## src/rtl/tts_pkg.sv

```systemverilog
// Shared constants and types for the target tracking scale recommender.
// Used by every module under rtl; no dependencies of its own.
package tts_pkg;

   // History length and the widths that follow from it.
   localparam int HISTORY_DEPTH = 64;
   localparam int IDX_W         = $clog2(HISTORY_DEPTH);
   localparam int COUNT_W       = $clog2(HISTORY_DEPTH + 1);

   // Field widths.
   localparam int SAMPLE_W = 14;
   localparam int READY_W  = 16;
   localparam int WIN_W    = 7;
   localparam int REC_W    = 23;
   localparam int PROD_W   = READY_W + SAMPLE_W;
   localparam int DIVCNT_W = $clog2(PROD_W);

   // Configuration port.
   localparam int CSR_IDX_W  = 2;
   localparam int CSR_DATA_W = 14;
   localparam logic [CSR_IDX_W-1:0] REG_TARGET    = 2'd0;
   localparam logic [CSR_IDX_W-1:0] REG_MARGIN    = 2'd1;
   localparam logic [CSR_IDX_W-1:0] REG_IN_WINDOW = 2'd2;
   localparam logic [CSR_IDX_W-1:0] REG_OUT_WINDOW = 2'd3;

   // Reset values of the registers.
   localparam logic [SAMPLE_W-1:0] TARGET_RESET     = 14'd7000;
   localparam logic [SAMPLE_W-1:0] MARGIN_RESET     = 14'd1000;
   localparam logic [WIN_W-1:0]    IN_WINDOW_RESET  = 7'd10;
   localparam logic [WIN_W-1:0]    OUT_WINDOW_RESET = 7'd3;

   // Hysteresis band, rounding tolerance scale and output ceiling.
   localparam int PCT_EPS_BP = 100;
   localparam int EPS_SCALE  = 1000;
   localparam logic [REC_W-1:0] OUT_MAX = 23'd8388607;

   typedef logic [SAMPLE_W-1:0] sample_type;

endpackage

```

## src/rtl/tts_cell.sv

```systemverilog
// One history cell: holds a usage sample, loads from its left neighbor
// when a new item enters and from its right neighbor during a scan rotation.
// Depends on tts_pkg.
module tts_cell (
   input  logic                clock,
   input  logic                shift_en,
   input  logic                rotate_en,
   input  tts_pkg::sample_type left_value,
   input  tts_pkg::sample_type right_value,
   output tts_pkg::sample_type cell_value
);
   import tts_pkg::*;

   sample_type value_ff;
   sample_type value_in;

   // Insert shifts toward the old end; rotation brings older samples to the head.
   always_comb begin
      value_in = value_ff;
      if (shift_en) begin
         value_in = left_value;
      end else if (rotate_en) begin
         value_in = right_value;
      end
   end

   always_ff @(posedge clock) begin
      value_ff <= value_in;
   end

   assign cell_value = value_ff;

endmodule

```

## src/rtl/tts_divider.sv

```systemverilog
// Restoring divider, one quotient bit per cycle, for the scaled node count.
// Depends on tts_pkg.
module tts_divider (
   input  logic                           clock,
   input  logic                           reset,
   input  logic                           start,
   input  logic [tts_pkg::PROD_W-1:0]     dividend,
   input  logic [tts_pkg::SAMPLE_W-1:0]   divisor,
   output logic                           done,
   output logic [tts_pkg::PROD_W-1:0]     quotient,
   output logic [tts_pkg::SAMPLE_W-1:0]   remainder
);
   import tts_pkg::*;

   logic                busy_ff, busy_in;
   logic                done_ff, done_in;
   logic [DIVCNT_W-1:0] cnt_ff, cnt_in;
   logic [PROD_W-1:0]   quo_ff, quo_in;
   logic [SAMPLE_W-1:0] rem_ff, rem_in;
   logic [SAMPLE_W-1:0] div_ff, div_in;
   logic [SAMPLE_W:0]   trial;
   logic                fits;

   // Bring down the next dividend bit and try the subtraction.
   assign trial = {rem_ff, quo_ff[PROD_W-1]};
   assign fits  = trial >= {1'b0, div_ff};

   always_comb begin
      busy_in = busy_ff;
      done_in = 1'b0;
      cnt_in  = cnt_ff;
      quo_in  = quo_ff;
      rem_in  = rem_ff;
      div_in  = div_ff;
      if (start) begin
         busy_in = 1'b1;
         cnt_in  = '0;
         quo_in  = dividend;
         rem_in  = '0;
         div_in  = divisor;
      end else if (busy_ff) begin
         quo_in = {quo_ff[PROD_W-2:0], fits};
         rem_in = fits ? SAMPLE_W'(trial - {1'b0, div_ff}) : trial[SAMPLE_W-1:0];
         cnt_in = cnt_ff + 1'b1;
         if (cnt_ff == DIVCNT_W'(PROD_W - 1)) begin
            busy_in = 1'b0;
            done_in = 1'b1;
         end
      end
   end

   always_ff @(posedge clock) begin
      if (reset) begin
         busy_ff <= 1'b0;
         done_ff <= 1'b0;
         cnt_ff  <= '0;
      end else begin
         busy_ff <= busy_in;
         done_ff <= done_in;
         cnt_ff  <= cnt_in;
      end
      quo_ff <= quo_in;
      rem_ff <= rem_in;
      div_ff <= div_in;
   end

   assign done      = done_ff;
   assign quotient  = quo_ff;
   assign remainder = rem_ff;

endmodule

```

## src/rtl/target_tracking_scale_recommender.sv

```systemverilog
// Top level of the target tracking scale recommender: history cell chain,
// window scan at the chain head, serial divider and result register.
// Depends on tts_pkg, tts_cell and tts_divider.
//
//  channel | direction | fields (lowest bit up)
//  --------+-----------+-----------------------------------------------------
//  req_*   | in        | tdata: usage_sample[13:0], ready_nodes[29:14], zero pad
//  rsp_*   | out       | tdata: recommended_nodes[22:0], zero pad;
//          |           | tuser: scaled_in[0], scaled_out[1]
//  csr_*   | in        | write: target, margin, in window, out window
//
// An item is taken in, the cell chain then rotates once per history entry, and
// one multiply follows. When a window holds, the item is launched into the
// divider, which works through PROD_W quotient bits and raises its done flag,
// and the result is rounded and delivered. Without a held window the divider
// is skipped.
// Reset is synchronous; history cells are not cleared, the fill count is.
// A finished item waits in the output register while the next item is taken.
module target_tracking_scale_recommender (
   input  logic                            clock,
   input  logic                            reset,
   input  logic                            req_tvalid,
   output logic                            req_tready,
   input  logic [31:0]                     req_tdata,   // usage_sample, ready_nodes
   output logic                            rsp_tvalid,
   input  logic                            rsp_tready,
   output logic [23:0]                     rsp_tdata,   // recommended_nodes
   output logic [1:0]                      rsp_tuser,   // scaled_in, scaled_out
   input  logic                            csr_we,
   input  logic [tts_pkg::CSR_IDX_W-1:0]   csr_index,
   input  logic [tts_pkg::CSR_DATA_W-1:0]  csr_wdata
);
   import tts_pkg::*;

   localparam logic [2:0] ST_IDLE   = 3'd0;
   localparam logic [2:0] ST_SCAN   = 3'd1;
   localparam logic [2:0] ST_MUL    = 3'd2;
   localparam logic [2:0] ST_LAUNCH = 3'd3;
   localparam logic [2:0] ST_DIV    = 3'd4;
   localparam logic [2:0] ST_ROUND  = 3'd5;
   localparam logic [2:0] ST_FIN    = 3'd6;

   // Configuration registers.
   logic [SAMPLE_W-1:0] target_ff, margin_ff;
   logic [WIN_W-1:0]    win_in_ff, win_out_ff;

   always_ff @(posedge clock) begin
      if (reset) begin
         target_ff  <= TARGET_RESET;
         margin_ff  <= MARGIN_RESET;
         win_in_ff  <= IN_WINDOW_RESET;
         win_out_ff <= OUT_WINDOW_RESET;
      end else if (csr_we) begin
         unique case (csr_index)
            REG_TARGET:     target_ff  <= csr_wdata;
            REG_MARGIN:     margin_ff  <= csr_wdata;
            REG_IN_WINDOW:  win_in_ff  <= csr_wdata[WIN_W-1:0];
            REG_OUT_WINDOW: win_out_ff <= csr_wdata[WIN_W-1:0];
            default: ;
         endcase
      end
   end

   // Thresholds, divisor follow the registers; user must change them only while idle, unchecked.
   logic signed [15:0]  thr_in;
   logic [14:0]         thr_out;
   logic [SAMPLE_W-1:0] divisor;

   assign thr_in  = $signed({2'b00, target_ff}) - $signed({2'b00, margin_ff})
                    - 16'(PCT_EPS_BP);
   assign thr_out = {1'b0, target_ff} + 15'(PCT_EPS_BP);
   assign divisor = (target_ff == '0) ? SAMPLE_W'(1) : target_ff;

   // Control and working registers.
   logic [2:0]          state_ff, state_in;
   logic [IDX_W-1:0]    scan_ff, scan_in;
   logic [COUNT_W-1:0]  count_ff, count_in;
   logic                in_ok_ff, in_ok_in;
   logic                out_ok_ff, out_ok_in;
   sample_type          max_in_ff, max_in_in;
   sample_type          max_out_ff, max_out_in;
   logic [READY_W-1:0]  ready_ff, ready_in;
   logic [PROD_W-1:0]   product_ff, product_in;
   logic                rup_ff, rup_in;
   logic                rsp_valid_ff, rsp_valid_in;
   logic [REC_W-1:0]    rec_ff, rec_in;
   logic                sin_ff, sin_in;
   logic                sout_ff, sout_in;

   logic                req_fire;
   logic                rotate;
   logic                div_start;
   logic                div_done;
   logic [PROD_W-1:0]   div_quo;
   logic [SAMPLE_W-1:0] div_rem;
   logic [COUNT_W-1:0]  count_next;
   sample_type          head;
   sample_type          sel_max;
   logic                in_win, out_win;
   logic                head_le, head_ge;
   logic [PROD_W:0]     rounded;
   logic [REC_W-1:0]    rec_value;
   logic                rsp_free;

   assign req_tready = (state_ff == ST_IDLE);
   assign req_fire   = req_tvalid & req_tready;
   assign rotate     = (state_ff == ST_SCAN);
   assign div_start  = (state_ff == ST_LAUNCH);
   assign rsp_free   = !rsp_valid_ff || rsp_tready;

   // History cell chain; cell 0 is the head and holds the newest sample.
   sample_type chain [HISTORY_DEPTH];

   for (genvar i = 0; i < HISTORY_DEPTH; i++) begin : g_cell
      sample_type left_value;
      if (i == 0) begin : g_head
         assign left_value = req_tdata[SAMPLE_W-1:0];
      end else begin : g_body
         assign left_value = chain[i-1];
      end
      tts_cell u_cell (
         .clock       (clock),
         .shift_en    (req_fire),
         .rotate_en   (rotate),
         .left_value  (left_value),
         .right_value (chain[(i + 1) % HISTORY_DEPTH]),
         .cell_value  (chain[i])
      );
   end

   tts_divider u_divider (
      .clock     (clock),
      .reset     (reset),
      .start     (div_start),
      .dividend  (product_ff),
      .divisor   (divisor),
      .done      (div_done),
      .quotient  (div_quo),
      .remainder (div_rem)
   );

   // Window tests on the sample now at the chain head.
   assign head    = chain[0];
   assign in_win  = 32'(scan_ff) < 32'(win_in_ff);
   assign out_win = 32'(scan_ff) < 32'(win_out_ff);
   assign head_le = !thr_in[15] && ({2'b00, head} <= thr_in[15:0]);
   assign head_ge = {1'b0, head} >= thr_out;
   assign sel_max = out_ok_ff ? max_out_ff : max_in_ff;

   assign count_next = (32'(count_ff) < HISTORY_DEPTH) ? count_ff + 1'b1 : count_ff;

   // Round up unless the fraction is below the tolerance, then saturate.
   assign rounded = {1'b0, div_quo} + (PROD_W+1)'(rup_ff);

   always_comb begin
      if (!(in_ok_ff || out_ok_ff)) begin
         rec_value = REC_W'(ready_ff);
      end else if (rounded > (PROD_W+1)'(OUT_MAX)) begin
         rec_value = OUT_MAX;
      end else begin
         rec_value = rounded[REC_W-1:0];
      end
      if (rec_value == '0) begin
         rec_value = REC_W'(1);
      end
   end

   // Sequencer: enter, scan, multiply, then launch, divide and round when a window holds, deliver.
   always_comb begin
      state_in     = state_ff;
      scan_in      = scan_ff;
      count_in     = count_ff;
      in_ok_in     = in_ok_ff;
      out_ok_in    = out_ok_ff;
      max_in_in    = max_in_ff;
      max_out_in   = max_out_ff;
      ready_in     = ready_ff;
      product_in   = product_ff;
      rup_in       = rup_ff;
      rsp_valid_in = rsp_valid_ff && !rsp_tready;
      rec_in       = rec_ff;
      sin_in       = sin_ff;
      sout_in      = sout_ff;
      unique case (state_ff)
         ST_IDLE: begin
            if (req_fire) begin
               count_in   = count_next;
               ready_in   = req_tdata[SAMPLE_W +: READY_W];
               in_ok_in   = (win_in_ff != '0) && (32'(win_in_ff) <= 32'(count_next));
               out_ok_in  = (win_out_ff != '0) && (32'(win_out_ff) <= 32'(count_next));
               max_in_in  = '0;
               max_out_in = '0;
               scan_in    = '0;
               state_in   = ST_SCAN;
            end
         end
         ST_SCAN: begin
            if (in_win) begin
               in_ok_in = in_ok_ff && head_le;
               if (head > max_in_ff) begin
                  max_in_in = head;
               end
            end
            if (out_win) begin
               out_ok_in = out_ok_ff && head_ge;
               if (head > max_out_ff) begin
                  max_out_in = head;
               end
            end
            if (scan_ff == IDX_W'(HISTORY_DEPTH - 1)) begin
               scan_in  = '0;
               state_in = ST_MUL;
            end else begin
               scan_in = scan_ff + 1'b1;
            end
         end
         ST_MUL: begin
            product_in = PROD_W'(ready_ff) * PROD_W'(sel_max);
            rup_in     = 1'b0;
            state_in   = (in_ok_ff || out_ok_ff) ? ST_LAUNCH : ST_FIN;
         end
         ST_LAUNCH: begin
            state_in = ST_DIV;
         end
         ST_DIV: begin
            if (div_done) begin
               state_in = ST_ROUND;
            end
         end
         ST_ROUND: begin
            rup_in   = (32'(div_rem) * 32'(EPS_SCALE)) >= 32'(divisor);
            state_in = ST_FIN;
         end
         ST_FIN: begin
            if (rsp_free) begin
               rsp_valid_in = 1'b1;
               rec_in       = rec_value;
               sin_in       = in_ok_ff;
               sout_in      = out_ok_ff;
               state_in     = ST_IDLE;
            end
         end
         default: begin
            state_in = ST_IDLE;
         end
      endcase
   end

   always_ff @(posedge clock) begin
      if (reset) begin
         state_ff     <= ST_IDLE;
         scan_ff      <= '0;
         count_ff     <= '0;
         rsp_valid_ff <= 1'b0;
      end else begin
         state_ff     <= state_in;
         scan_ff      <= scan_in;
         count_ff     <= count_in;
         rsp_valid_ff <= rsp_valid_in;
      end
      in_ok_ff   <= in_ok_in;
      out_ok_ff  <= out_ok_in;
      max_in_ff  <= max_in_in;
      max_out_ff <= max_out_in;
      ready_ff   <= ready_in;
      product_ff <= product_in;
      rup_ff     <= rup_in;
      rec_ff     <= rec_in;
      sin_ff     <= sin_in;
      sout_ff    <= sout_in;
   end

   assign rsp_tvalid = rsp_valid_ff;
   assign rsp_tdata  = {1'b0, rec_ff};
   assign rsp_tuser  = {sout_ff, sin_ff};

   // The chain must be back in place, with the scan index at zero, when idle.
   a_scan_home: assert property (@(posedge clock) disable iff (reset)
      (state_ff == ST_IDLE) |-> (scan_ff == '0))
      else $error("scan index not at zero while idle");

   // The divider finishes only while the sequencer waits for it.
   a_div_done: assert property (@(posedge clock) disable iff (reset)
      div_done |-> (state_ff == ST_DIV))
      else $error("divider finished outside the divide state");

   // A delivered node count is never zero.
   a_rec_nonzero: assert property (@(posedge clock) disable iff (reset)
      rsp_tvalid |-> (rsp_tdata[REC_W-1:0] != '0))
      else $error("recommended node count is zero");

endmodule
```

## config.mk

```make
export PLATFORM = sky130hd
export DESIGN_NAME = target_tracking_scale_recommender
export DESIGN_NICKNAME = d
export VERILOG_FILES = /design/src/rtl/tts_pkg.sv /design/src/rtl/tts_cell.sv /design/src/rtl/tts_divider.sv /design/src/rtl/target_tracking_scale_recommender.sv
export SDC_FILE = /design/constraint.sdc
export NUM_CORES = 2
export LEC_CHECK = 0
export CAP_MARGIN = 20
export CELL_PAD_IN_SITES_DETAIL_PLACEMENT = 1
export CELL_PAD_IN_SITES_GLOBAL_PLACEMENT = 1
export CORE_UTILIZATION = 30
export CTS_CLUSTER_SIZE = 10
export DETAILED_ROUTE_END_ITERATION = 10
export DONT_BUFFER_PORTS = 1
export PLACE_DENSITY = 0.63
export SLEW_MARGIN = 20
export SYNTH_ARGS = -nofsm -noshare
export SYNTH_HDL_FRONTEND = slang
export SYNTH_SLANG_ARGS = --single-unit
```

## constraint.sdc

```tcl
create_clock -name clock -period 21.3 [get_ports clock]
set_clock_uncertainty 0.2 [all_clocks]
set_input_delay 1.065 -clock clock [delete_from_list [all_inputs] [get_ports clock]]
set_output_delay 1.065 -clock clock [all_outputs]
set_load 0.005 [all_outputs]
```

## Word-level counts from Yosys, hierarchy flattened

Index checks and enable logic that the tools add are counted.

- Register bits after elaboration: 1122
- Bits of input ports: 53

- Magnitude comparators: 12
- Equal/unequal tests: 19
- Multiply operators: 2
- Reductions and logical operators: 35
- Mux-type cells: 165
- Bitwise logic cells: 2
- $add $sub $neg: 8

Operator list:

| cell | count |
|---|---|
| 2-to-1 mux 14 bit | 136 |
| 2-to-1 mux 30 bit | 2 |
| one-hot mux 14 bit (2 select lines) | 2 |
| 2-to-1 mux 23 bit | 2 |
| adder 30 x 1 -> 31 bit | 1 |
| > comparator 31 x 23 -> 1 bit (second input constant) | 1 |
| multiplier 16 x 14 -> 30 bit | 1 |
| > comparator 14 bit | 2 |
| greater-or-equal comparator 24 x 14 -> 1 bit | 1 |
| zero test 23 bit | 1 |
| multiplier 14 x 7 -> 21 bit (second input constant) | 1 |
| one-hot mux 3 bit (7 select lines) | 1 |
| less-or-equal comparator 14 x 16 -> 1 bit | 1 |
| subtractor 15 x 8 -> 16 bit (second input constant) | 1 |
| adder 14 x 7 -> 15 bit (second input constant) | 1 |
| greater-or-equal comparator 14 x 15 -> 1 bit | 1 |
| greater-or-equal comparator 15 x 14 -> 1 bit | 1 |
| 2-to-1 mux 3 bit | 5 |
| subtractor 14 x 14 -> 15 bit | 1 |
| less-or-equal comparator 7 bit | 2 |
| zero test 14 bit | 1 |
| < comparator 6 x 7 -> 1 bit | 2 |
| AND reduction 2 bit | 7 |
| nonzero test 7 bit | 2 |
| 31 further kinds | 67 |

## Logic depth before layout (Yosys ltp)

- Word-level depth: 7
- Gate-level depth with buffers: 29
- Depth with buffers taken out: 26

## Modules after synthesis

A second synthesis with hierarchy kept.

- Cells, all modules: 4452
- Area, all modules: 64715.8 sq um

By module, submodules not included:

| module | instances | cells an instance | area each (sq um) |
|---|---|---|---|
| tts_cell | 64 | 31 | 649.4 |
| target_tracking_scale_recommender | 1 | 2169 | 19693.9 |
| tts_divider | 1 | 299 | 3462.1 |

## Least setup slack after synthesis

OpenSTA, ideal clock, no wires.

- Path kind: in2reg
- Start: input port req_tvalid
- End: register scan_ff[2]
- Stages: 7
- Library setup time: 0.132 ns
- Slack: -1.488 ns
- Data required time: 20.968 ns
- Path buffers: 2
- Data arrival time: 22.456 ns
- Cell sequence: nand2_1 > clkbuf_1 > clkbuf_1 > nand2_1 > o21ai_0 > a21oi_1 > nor2_1

- Word-level cells in the longest chain between the ends: 3

RTL lines:

| item | RTL line | RTL |
|---|---|---|
| start: declaration | target_tracking_scale_recommender.sv:22 | `input logic req_tvalid,` |
| bitwise AND 1 bit | target_tracking_scale_recommender.sv:106 | `assign req_fire = req_tvalid & req_tready;` |
| != test 2 x 1 -> 1 bit (no line) | -- |  |
| AND reduction 2 bit (no line) | -- |  |
| end signal: assignment | target_tracking_scale_recommender.sv:257 | `scan_ff <= scan_in;` |
| end: declaration | target_tracking_scale_recommender.sv:76 | `logic [IDX_W-1:0] scan_ff, scan_in;` |

Every way passes these cells.
A chain may end at the register's enable or synchronous reset.

## Worst setup path after layout

- Start: register out_ok_ff
- End: register product_ff[28] (data pin)

- Word-level cells in the longest chain between the ends: 2

RTL lines:

| item | RTL line | RTL |
|---|---|---|
| start: declaration | target_tracking_scale_recommender.sv:79 | `logic out_ok_ff, out_ok_in;` |
| start signal: assignment | target_tracking_scale_recommender.sv:262 | `out_ok_ff <= out_ok_in;` |
| 2-to-1 mux 14 bit | target_tracking_scale_recommender.sv:148 | `assign sel_max = out_ok_ff ? max_out_ff : max_in_ff;` |
| multiplier 16 x 14 -> 30 bit | target_tracking_scale_recommender.sv:218 | `product_in = PROD_W'(ready_ff) * PROD_W'(sel_max);` |
| end signal: assignment | target_tracking_scale_recommender.sv:266 | `product_ff <= product_in;` |
| end: declaration | target_tracking_scale_recommender.sv:83 | `logic [PROD_W-1:0] product_ff, product_in;` |

Every way passes these cells.

==> metrics.cfg <==
[grt]
grt_pass1_wl_mm=229
grt_pass1_vias=44066
antenna_found_initial=2
overflow=0
grt_usage_pct=13.5
grt_max_degree=222

[yosys]
ys.flop_type=edfxtp_1
synth_area_leaders=edfxtp_1 52%, nand2_1 19%, fa_1 7.0%
yosysTopAreaCell=edfxtp_1
ys_async_sr_fraction_pct=0
synth_top_area_share_pct=51.7
ys_seq_area_share_pct=54.4
postSynthCellCount=6274
synth_edf_count=1042
ys_ff_latch=1122
ys_types=79
syn_avg_cell_area_sq_um=9.65
synthesis.nets=6811
syn_area_sq_um=60500
yosys_warnings=0

[die]
die_y_microns=451
start_util_pct=30.2
die_w_microns=451
fp-row-count=164
io_pins=81
core_sq_um=200000
dieArea_sq_um=204000

[run_status]
violations=design-rule violations
status=finished, violations left

[clocking]
ctsResizeCount=0
cts_max_path_buffers=3
cts_root_buffer=clkbuf_16
htreeDepth=4
cts_tree=done
holdBufCountCts=0
postCtsSetupBuffers=0
cts_made_buffers=135
clkSinkCount=1122
clk_latency_ns=0.77
path_clk_slew_ns=0.05

[sta]
fin_crit_sh_pct=35.7
setup_viol=0
slew_headroom_pct=20.0
period_minus_slack_ns=7.61
rsz0062_at_grt=no
fmax_ghz=0.131
slew_viol_final=0
worstMarginPinSlew_ns=1.19
fin_tns_setup_ns=0
hold_viol=0

[worst_setup_path]
path_common_cell=fa_1
cp.required_ns=21.58
reg2reg_depth=24
critPathKind=reg2reg
cp_top_family=adder cells
critPathBufInv=6
cp-startpoint=out_ok_ff$_DFFE_PP_
rr_startpoint=out_ok_ff$_DFFE_PP_
crit_path_end_kind=flip-flop
arrival_ns=7.90
cp_slowest_cell=fa_1
crit_fanout=31
cpPeakStageDelay_ns=0.53
worstReg2RegEnd=product_ff[28]$_DFFE_PP_
cp_cell_sequence=buf_4, o21ai_1, buf_4, and2_1, fa_1, inv_1, fa_1, inv_1, fa_1, inv_1, fa_1, inv_1, fa_1, fa_1, ha_1, a21oi_1, nand2_1, o21ai_1, o21ai_0, a311o_1, a211oi_1, o31ai_1, a21oi_1, xnor2_1
start_kind=flip-flop
r2r_slack_ns=13.69

[worst_hold_path]
hold_class=in2reg
holdPathEnd=rsp_tvalid$_SDFF_PP0_
hold_depth=1
worstHoldStart=reset

[final_layout]
layout_commonest_cell=nand2_1
layout_common_cells=3,050 x nand2_1, 1,042 x edfxtp_1, 350 x inv_1
fin_nets=6723
area_growth_pct=11.1
drive_gt1_share_pct=4.04

[placement]
port_buffers=0
gp_congestion=0.793
hpwlAfterDp_mm=89.2

[route]
wl_per_cell_microns=15.5
drt_iter0_markers=2697
viasPerCell=4.68
num_vias=41633
drt_first_pass_iters=9
wl_mm=138
ant_nets=0
drc=24

[job]
cap_viol_max_count=0

worst max path at each step:
stage	end	slack, ns	cells past startpoint
floorplan	scan_ff[2]$_SDFFE_PP0P_	7.38	7
global placement	product_ff[28]$_DFFE_PP_	13.83	24
detailed placement	product_ff[28]$_DFFE_PP_	13.74	24
CTS	product_ff[28]$_DFFE_PP_	13.70	24
global route	product_ff[28]$_DFFE_PP_	13.39	24
finish	product_ff[28]$_DFFE_PP_	13.69	24
logic make-up after synthesis:
group           count (synthesis)  synth area share (%)
simple gates                 3493                  23.0
mux                            15                 0.254
fa+ha+maj                     484                  12.6
buf+inv                       644                  4.02
xor+xnor                      105                  1.52
flops                        1122                  54.4
other cells                     1               0.00620
compound gates                410                  4.23
layout make-up:
class,instances,area (sq um)
fill,22709,133000
sequential,1122,32900
multi-input combinational,4508,25200
clock buffer,173,3570
tap,2656,3320
inverter,352,1330
timing repair buffer,67,539
clock inverter,22,350
antenna,2,5.00
synth_stat cells (all sizes together), types with 6 or more instances:
| cell | n |
|---|---|
| nand2 | 3052 |
| edfxtp | 1042 |
| inv | 351 |
| clkbuf | 283 |
| ha | 271 |
| fa | 213 |
| a21oi | 128 |
| nor2 | 119 |
| and2 | 118 |
| o21ai | 105 |
| dfxtp | 80 |
| xnor2 | 72 |
| xor2 | 33 |
| nand3 | 31 |
| nand4 | 31 |
| a21o | 29 |
| nor2b | 29 |
| nor3 | 28 |
| o21a | 28 |
| nand2b | 21 |
| a31oi | 19 |
| and3 | 17 |
| a211oi | 14 |
| mux2i | 12 |
| nand3b | 12 |
| a211o | 10 |
| a41oi | 10 |
| buf | 9 |
| o21bai | 9 |
| or2 | 8 |
| o211ai | 7 |
| o31ai | 7 |
| nor4 | 6 |
stage by stage:
stage          hold slack (ns)  setup slack (ns)  utilization (%)  cell area (sq um)  std cells
4_1_cts                  0.128             13.70             33.6              67200       8899
3_3_place_gp             0.245             13.83             31.6              63300       8704
3_5_place_dp             0.252             13.74             31.6              63300       8704
2_1_floorplan            0.236              7.38                -              60500       6274
6_report                 0.190             13.69             33.6              67200       8902
5_1_grt                  0.144             13.39             33.6              67200       8901
state kept, by name (all words and copies together), names as in the netlist, 3 cells and up:
name and cells:
target_ff 14, state_ff 3, win_out_ff 7, u_divider.remainder 14, u_divider.cnt_ff 5, max_out_ff 14
ready_ff 16, scan_ff 6, win_in_ff 7, rec_ff 23, g_cell.u_cell.cell_value 896, u_divider.div_ff 14
margin_ff 14, u_divider.quotient 30, product_ff 30, max_in_ff 14, count_ff 7
layer usage:
| metal | vias to the layer above | track usage (%) | share of wire (%) |
|---|---|---|---|
| li1 | 20241 | - | - |
| met1 | 20767 | 18.0 | 47 |
| met2 | 428 | 22.5 | 48 |
| met3 | 197 | 2.18 | 2.8 |
| met4 | 0 | 3.82 | 2.2 |
| met5 | - | 0 | 0 |
Power is not shown: default switching activity piles up to over one toggle a cycle in this logic, so the estimate is an artifact.
